===== config.mk =====
export PLATFORM = sky130hd
export DESIGN_NAME = aenc_ctrl
export DESIGN_NICKNAME = d
export VERILOG_FILES = /design/src/hdl/aenc_pkg.sv /design/src/hdl/aenc_ctrl.sv
export SDC_FILE = /design/constraint.sdc
export NUM_CORES = 1
export LEC_CHECK = 0
export ABC_AREA = 1
export BUFFER_PORTS_ARGS = -buffer_cell sky130_fd_sc_hd__buf_4
export CAP_MARGIN = 10
export CORE_AREA = 2 2 39 41
export CTS_BUF_LIST = sky130_fd_sc_hd__clkbuf_8
export DETAILED_ROUTE_END_ITERATION = 8
export DIE_AREA = 0 0 41 43
export MAX_ROUTING_LAYER = met4
export PLACE_DENSITY = 0.82
export REMOVE_ABC_BUFFERS = 1
export SYNTH_ARGS = -nofsm -noshare
export SYNTH_HDL_FRONTEND = slang
export SYNTH_SLANG_ARGS = --single-unit

===== constraint.sdc =====
create_clock -name clk -period 2.3 [get_ports clk]
set_clock_uncertainty 0.05 [all_clocks]
set_input_delay 0.575 -clock clk [delete_from_list [all_inputs] [get_ports clk]]
set_output_delay 0.575 -clock clk [all_outputs]
set_load 0.02 [all_outputs]

===== src/hdl/aenc_pkg.sv =====
package aenc_pkg;

  // Defaults for the top-level parameters.
  localparam int ALPHABET_SIZE_DEF = 5;
  localparam int PENDING_MAX_DEF   = 256;

  // Fixed field geometry.
  localparam int FREQ_FIELDS = 5;
  localparam int FREQ_W      = 32;
  localparam int SYM_W       = 3;
  localparam int IVAL_W      = 63;
  localparam int IN_DATA_W   = 168;
  localparam int OUT_DATA_W  = 16;

  // Interval landmarks.
  localparam logic [IVAL_W-1:0] HALF_POINT = 63'h4000_0000_0000_0000;
  localparam logic [IVAL_W-1:0] QUARTER    = 63'h2000_0000_0000_0000;
  localparam logic [34:0]       TOTAL_FREQ = 35'h0_8000_0000;

  // Result status codes.
  localparam logic [2:0] ST_OK        = 3'd0;
  localparam logic [2:0] ST_BAD_SYM   = 3'd1;
  localparam logic [2:0] ST_ZERO_FREQ = 3'd2;
  localparam logic [2:0] ST_BAD_TOTAL = 3'd3;
  localparam logic [2:0] ST_EMPTY     = 3'd4;
  localparam logic [2:0] ST_FINISHED  = 3'd5;
  localparam logic [2:0] ST_PEND_OVF  = 3'd6;

  typedef enum logic [3:0] {
    S_IDLE, S_CHECK, S_MUL, S_NARROW, S_PASS1, S_COMMIT, S_FIN,
    S_PASS2, S_EMIT, S_PAD, S_END, S_ERR
  } state_t;

  // Commands from the controller to the datapath.
  typedef struct packed {
    logic load;
    logic check;
    logic mul;
    logic narrow;
    logic pass1;
    logic commit;
    logic fin;
    logic pass2;
    logic emit;
    logic pad;
    logic done_item;
    logic err;
  } cmd_t;

  // Status from the datapath to the controller.
  typedef struct packed {
    logic chk_err;
    logic is_fin;
    logic mul_last;
    logic nar_bad;
    logic p1_stop;
    logic p1_ovf;
    logic p2_stop;
    logic p2_emit;
    logic emit_done;
    logic pad_go;
    logic end_go;
    logic err_go;
  } stat_t;

endpackage


===== src/hdl/aenc_ctrl.sv =====
module aenc_ctrl (
  input  logic           clk,
  input  logic           rst,
  input  logic           in_fire,
  input  aenc_pkg::stat_t st,
  output aenc_pkg::cmd_t  cmd,
  output logic           in_ready
);
  import aenc_pkg::*;

  state_t state, state_next;

  // State register.
  always_ff @(posedge clk) begin
    if (rst) begin
      state <= S_IDLE;
    end else begin
      state <= state_next;
    end
  end

  // Next state.
  always_comb begin
    state_next = state;
    case (state)
      S_IDLE:   if (in_fire) state_next = S_CHECK;
      S_CHECK: begin
        if (st.chk_err)     state_next = S_ERR;
        else if (st.is_fin) state_next = S_FIN;
        else                state_next = S_MUL;
      end
      S_MUL:    if (st.mul_last) state_next = S_NARROW;
      S_NARROW: state_next = st.nar_bad ? S_ERR : S_PASS1;
      S_PASS1: begin
        if (st.p1_ovf)       state_next = S_ERR;
        else if (st.p1_stop) state_next = S_COMMIT;
      end
      S_COMMIT: state_next = S_PASS2;
      S_FIN:    state_next = S_EMIT;
      S_PASS2: begin
        if (st.p2_stop)      state_next = S_END;
        else if (st.p2_emit) state_next = S_EMIT;
      end
      S_EMIT:   if (st.emit_done) state_next = st.is_fin ? S_PAD : S_PASS2;
      S_PAD:    if (st.pad_go) state_next = S_END;
      S_END:    if (st.end_go) state_next = S_IDLE;
      S_ERR:    if (st.err_go) state_next = S_IDLE;
      default:  state_next = S_IDLE;
    endcase
  end

  // Command outputs.
  always_comb begin
    cmd      = '0;
    in_ready = 1'b0;
    case (state)
      S_IDLE: begin
        in_ready = 1'b1;
        cmd.load = 1'b1;
      end
      S_CHECK:  cmd.check     = 1'b1;
      S_MUL:    cmd.mul       = 1'b1;
      S_NARROW: cmd.narrow    = 1'b1;
      S_PASS1:  cmd.pass1     = 1'b1;
      S_COMMIT: cmd.commit    = 1'b1;
      S_FIN:    cmd.fin       = 1'b1;
      S_PASS2:  cmd.pass2     = 1'b1;
      S_EMIT:   cmd.emit      = 1'b1;
      S_PAD:    cmd.pad       = 1'b1;
      S_END:    cmd.done_item = 1'b1;
      S_ERR:    cmd.err       = 1'b1;
      default:  cmd           = '0;
    endcase
  end

endmodule


==> impl_summary.log <==
INFO  metric netlist.top_cell.by_area = nand2_1
INFO  metric regMostFlops = state
INFO  metric maximum_number_of_pins_on_one_net_before_global_route_repair = 9
INFO  metric grt_antenna_before_repair = 0
INFO  metric avgRoutedWirePerCell = 9.47 um
INFO  metric clock-root-buffer = clkbuf_8
INFO  metric tritoncts.num_buffers = 3
INFO  metric unrepaired_setup_endpoints_after_global_routing = false
INFO  metric hold_depth = 4
INFO  metric period_minus_slack = 1.85 ns
INFO  metric layout_top_registers = state: 4 flops
INFO  metric synth_xor_xnor_area_share = 0
INFO  metric fmaxAchievable = 539 MHz
INFO  metric std_cell_rows = 14
INFO  metric synth_edf_count = 0
INFO  metric critical_path_required = 1.67 ns
INFO  metric power_share_of_the_clock_group = 0.169
INFO  metric yosys_warnings = 0
INFO  metric detail_route.wirelength = 1410 um
INFO  metric worst_path_largest_cell_delay = 0.35 ns
INFO  metric drt_first_iter_violations = 9
INFO  metric leakagePower = 0.459 nW
INFO  metric port_buffers = 27
INFO  metric area_delta_synth_final = 50.2%
INFO  metric synth_largest_type_area_fraction = 0.199
INFO  metric final-setup-viol-count = 0
INFO  metric num_vias = 702
INFO  metric async_flop_share = 0
INFO  metric post_drt_via_cell_ratio = 4.71
INFO  metric post-dp-hpwl = 1200 um
INFO  metric die_boundary_height = 43 um
INFO  metric worst_ep_arrival_time = 1.23 ns
INFO  metric placement.setup.worst_slack = 0.668 ns
INFO  metric coreArea = 1380 um^2
INFO  metric synth.lib_cells_used.distinct = 13
INFO  metric post_synth_inst_count = 104
INFO  metric place.detailed.instances = 146
INFO  metric remaining_drc_errors = 0
INFO  metric floorplan.initialDensity = 0.369
INFO  metric clk_transition_reported_paths = 0.03 ns
INFO  metric clkLatencyLatePin = 0.22 ns
INFO  metric via_count_of_the_first_global_routing_pass = 609
INFO  metric crit_family = simple AND/OR/NAND/NOR gates
INFO  metric fillerInstances = 151
INFO  metric vdd_ir_drop_max = 604 uV
INFO  metric drtPass1Iterations = 4
INFO  metric clock_tree_from_tritoncts = done
INFO  metric netlist_top_cells_count = 27 x nand2_1, 23 x nor2_1, 15 x inv_1
INFO  metric postCtsResizedCells = 0
INFO  metric synth.area.top_cells = nand2_1 20%, nor2_1 17%, dfxtp_1 16%
INFO  metric timing_worst_setup_path_type = reg2out
INFO  metric slew-limit-headroom = 0.814
INFO  metric syn-cell-area = 510 um^2
INFO  metric final_net_count = 150
INFO  metric largest_reg_flops = 4
INFO  metric synth_fa_ha_area_frac = 0
INFO  metric synthSimpleGateAreaFrac = 0.635
INFO  metric cpMaxStageDelayCell = dfxtp_1
INFO  metric p_switching = 0.439 mW
INFO  metric muxShareOfSynthArea = 0
INFO  metric die_width = 41 um
INFO  metric synthFlopType = dfxtp_1
INFO  metric timing.final.hold_violations = 0
INFO  metric critPathCaptureType = output pin
INFO  metric seq_power_share = 0.160
INFO  metric slew_viol_final = 0
INFO  metric numClockSinks = 4
INFO  metric synth.ff_latch_count = 4
INFO  metric final_antenna_net_count = 0
INFO  metric hp-start = state[1]$_SDFFE_PP0P_
INFO  metric globalplace.congestion = 0.843
INFO  metric fin_worst_hold_slack = 0.564 ns
INFO  metric worstHoldPathType = reg2reg
INFO  metric outcome = finished, final reports clean
INFO  metric insertedDiodeCount = 0
INFO  metric crit_path_max_fanout = 7
INFO  metric cts.hold.buffers_added = 0
INFO  metric design.die.area = 1760 um^2
INFO  metric worst-slew-pin-transition = 0.279 ns
INFO  metric clock_tree.buffer_depth = 2
INFO  metric p_int = 0.420 mW
INFO  metric stdcell_count = 149
INFO  metric sw_frac_of_total = 0.511
INFO  metric power_per_cell_area = 1120 nW/um^2
INFO  metric dominant_combinational_cell_family_by_area_after_synthesis = simple AND/OR/NAND/NOR gates
INFO  metric ios = 28
INFO  metric final_min_period_over_clock_period = 0.806
INFO  metric crit_cells = 4
INFO  metric synth_area_per_cell = 4.91 um^2
INFO  metric path_cells = nor2_2 -> inv_1 -> nor2_1 -> buf_4
INFO  metric post-route-worst-setup-slack = 0.446 ns
INFO  metric synth.yosys.seq_area_share = 0.157
INFO  metric total_power = 0.859 mW
INFO  metric power.share.combinational = 0.671
INFO  metric grt_util_all_layers = 0.187
INFO  metric yosysMostFrequentCell = nand2_1
INFO  metric critical_path_buf_inv_count = 2
INFO  metric cp-start-kind = register
INFO  metric setup-tns-final = 0 ns
INFO  metric reg2reg_setup_slack = 0.91 ns
INFO  metric grt_overflow = 0
INFO  metric reg_to_reg_startpoint = state[3]$_SDFFE_PP0P_
INFO  metric synth_compound_gate_area_share = 0.0392
INFO  metric worst-r2r-cell-count = 9
INFO  metric post_route_cells_drive_above_1_share = 0.323
INFO  metric rr_endpoint = state[3]$_SDFFE_PP0P_
INFO  metric hold_end = state[1]$_SDFFE_PP0P_
INFO  metric maxCapViolations = 0
INFO  metric grt_first_pass_wirelength = 2290 um
INFO  metric h_tree_lvl_count = 1
INFO  metric post-cts-setup-buffer-count = 0
how the worst max path moves through the flow:
stage | start | to | slack [ns]
6_report | state[2]$_SDFFE_PP0P_ | in_ready | 0.45
5_1_grt | state[2]$_SDFFE_PP0P_ | cmd[11] | 0.32
4_1_cts | state[2]$_SDFFE_PP0P_ | in_ready | 0.44
3_5_place_dp | state[2]$_SDFFE_PP0P_ | in_ready | 0.67
3_3_place_gp | state[2]$_SDFFE_PP0P_ | in_ready | 0.70
2_1_floorplan | state[2]$_SDFFE_PP0P_ | cmd[11] | 0.49
power groups by stage:
stage	Sequential, mW	Combinational (mW)	Clock (mW)
floorplan	0.132	0.403	0
global placement	0.136	0.569	0
detailed placement	0.138	0.576	0
CTS	0.137	0.577	0.150
global route	0.143	0.651	0.154
finish	0.137	0.576	0.145
layer usage:
metal,vias to the layer above,GRT usage,wire length [um]
li1,374,-,-
met1,311,0.217,602
met2,17,0.309,766
met3,0,0.0157,42
met4,0,0.0800,0
met5,-,-,0
area by class of cell:
type                       count  area [um^2]  area share
multi-input combinational     78          344       0.449
timing repair buffer          27          203       0.264
sequential                     4         80.1       0.104
inverter                      21         78.8       0.103
clock buffer                   3         41.3      0.0538
tap                           16         20.0      0.0261
logic make-up (layout without fill, tap and decap cells):
kind of cell | after synthesis | in the layout
simple gates | 74 | 74
compound gates | 4 | 4
buf+inv | 22 | 51
flops | 4 | 4
tightest hold or removal path: cells and delay by family, from the launching register on:
kind	cells	cell delay [ns]
AND/OR/NAND/NOR	3	0.13
buffers and inverters	1	0.10
flip-flops	1	0.34
cells in the final DEF (no fill, tap or decap):
cell	instances
o21ai_0	1
nand3b_1	3
a21oi_1	2
inv_2	6
clkbuf_8	3
buf_4	27
nand2_2	1
nand2_1	27
inv_1	15
nor2_1	23
o21ai_1	1
nand3_1	14
nor2_2	6
dfxtp_1	4
metrics by stage:
step / instance area, um^2 / utilization
CTS: 767 / 0.554
finish: 767 / 0.554
global route: 767 / 0.554
global placement: 726 / 0.524
detailed placement: 726 / 0.524
floorplan: 503 / -
No activity file was read; power rests on OpenSTA's default activity.
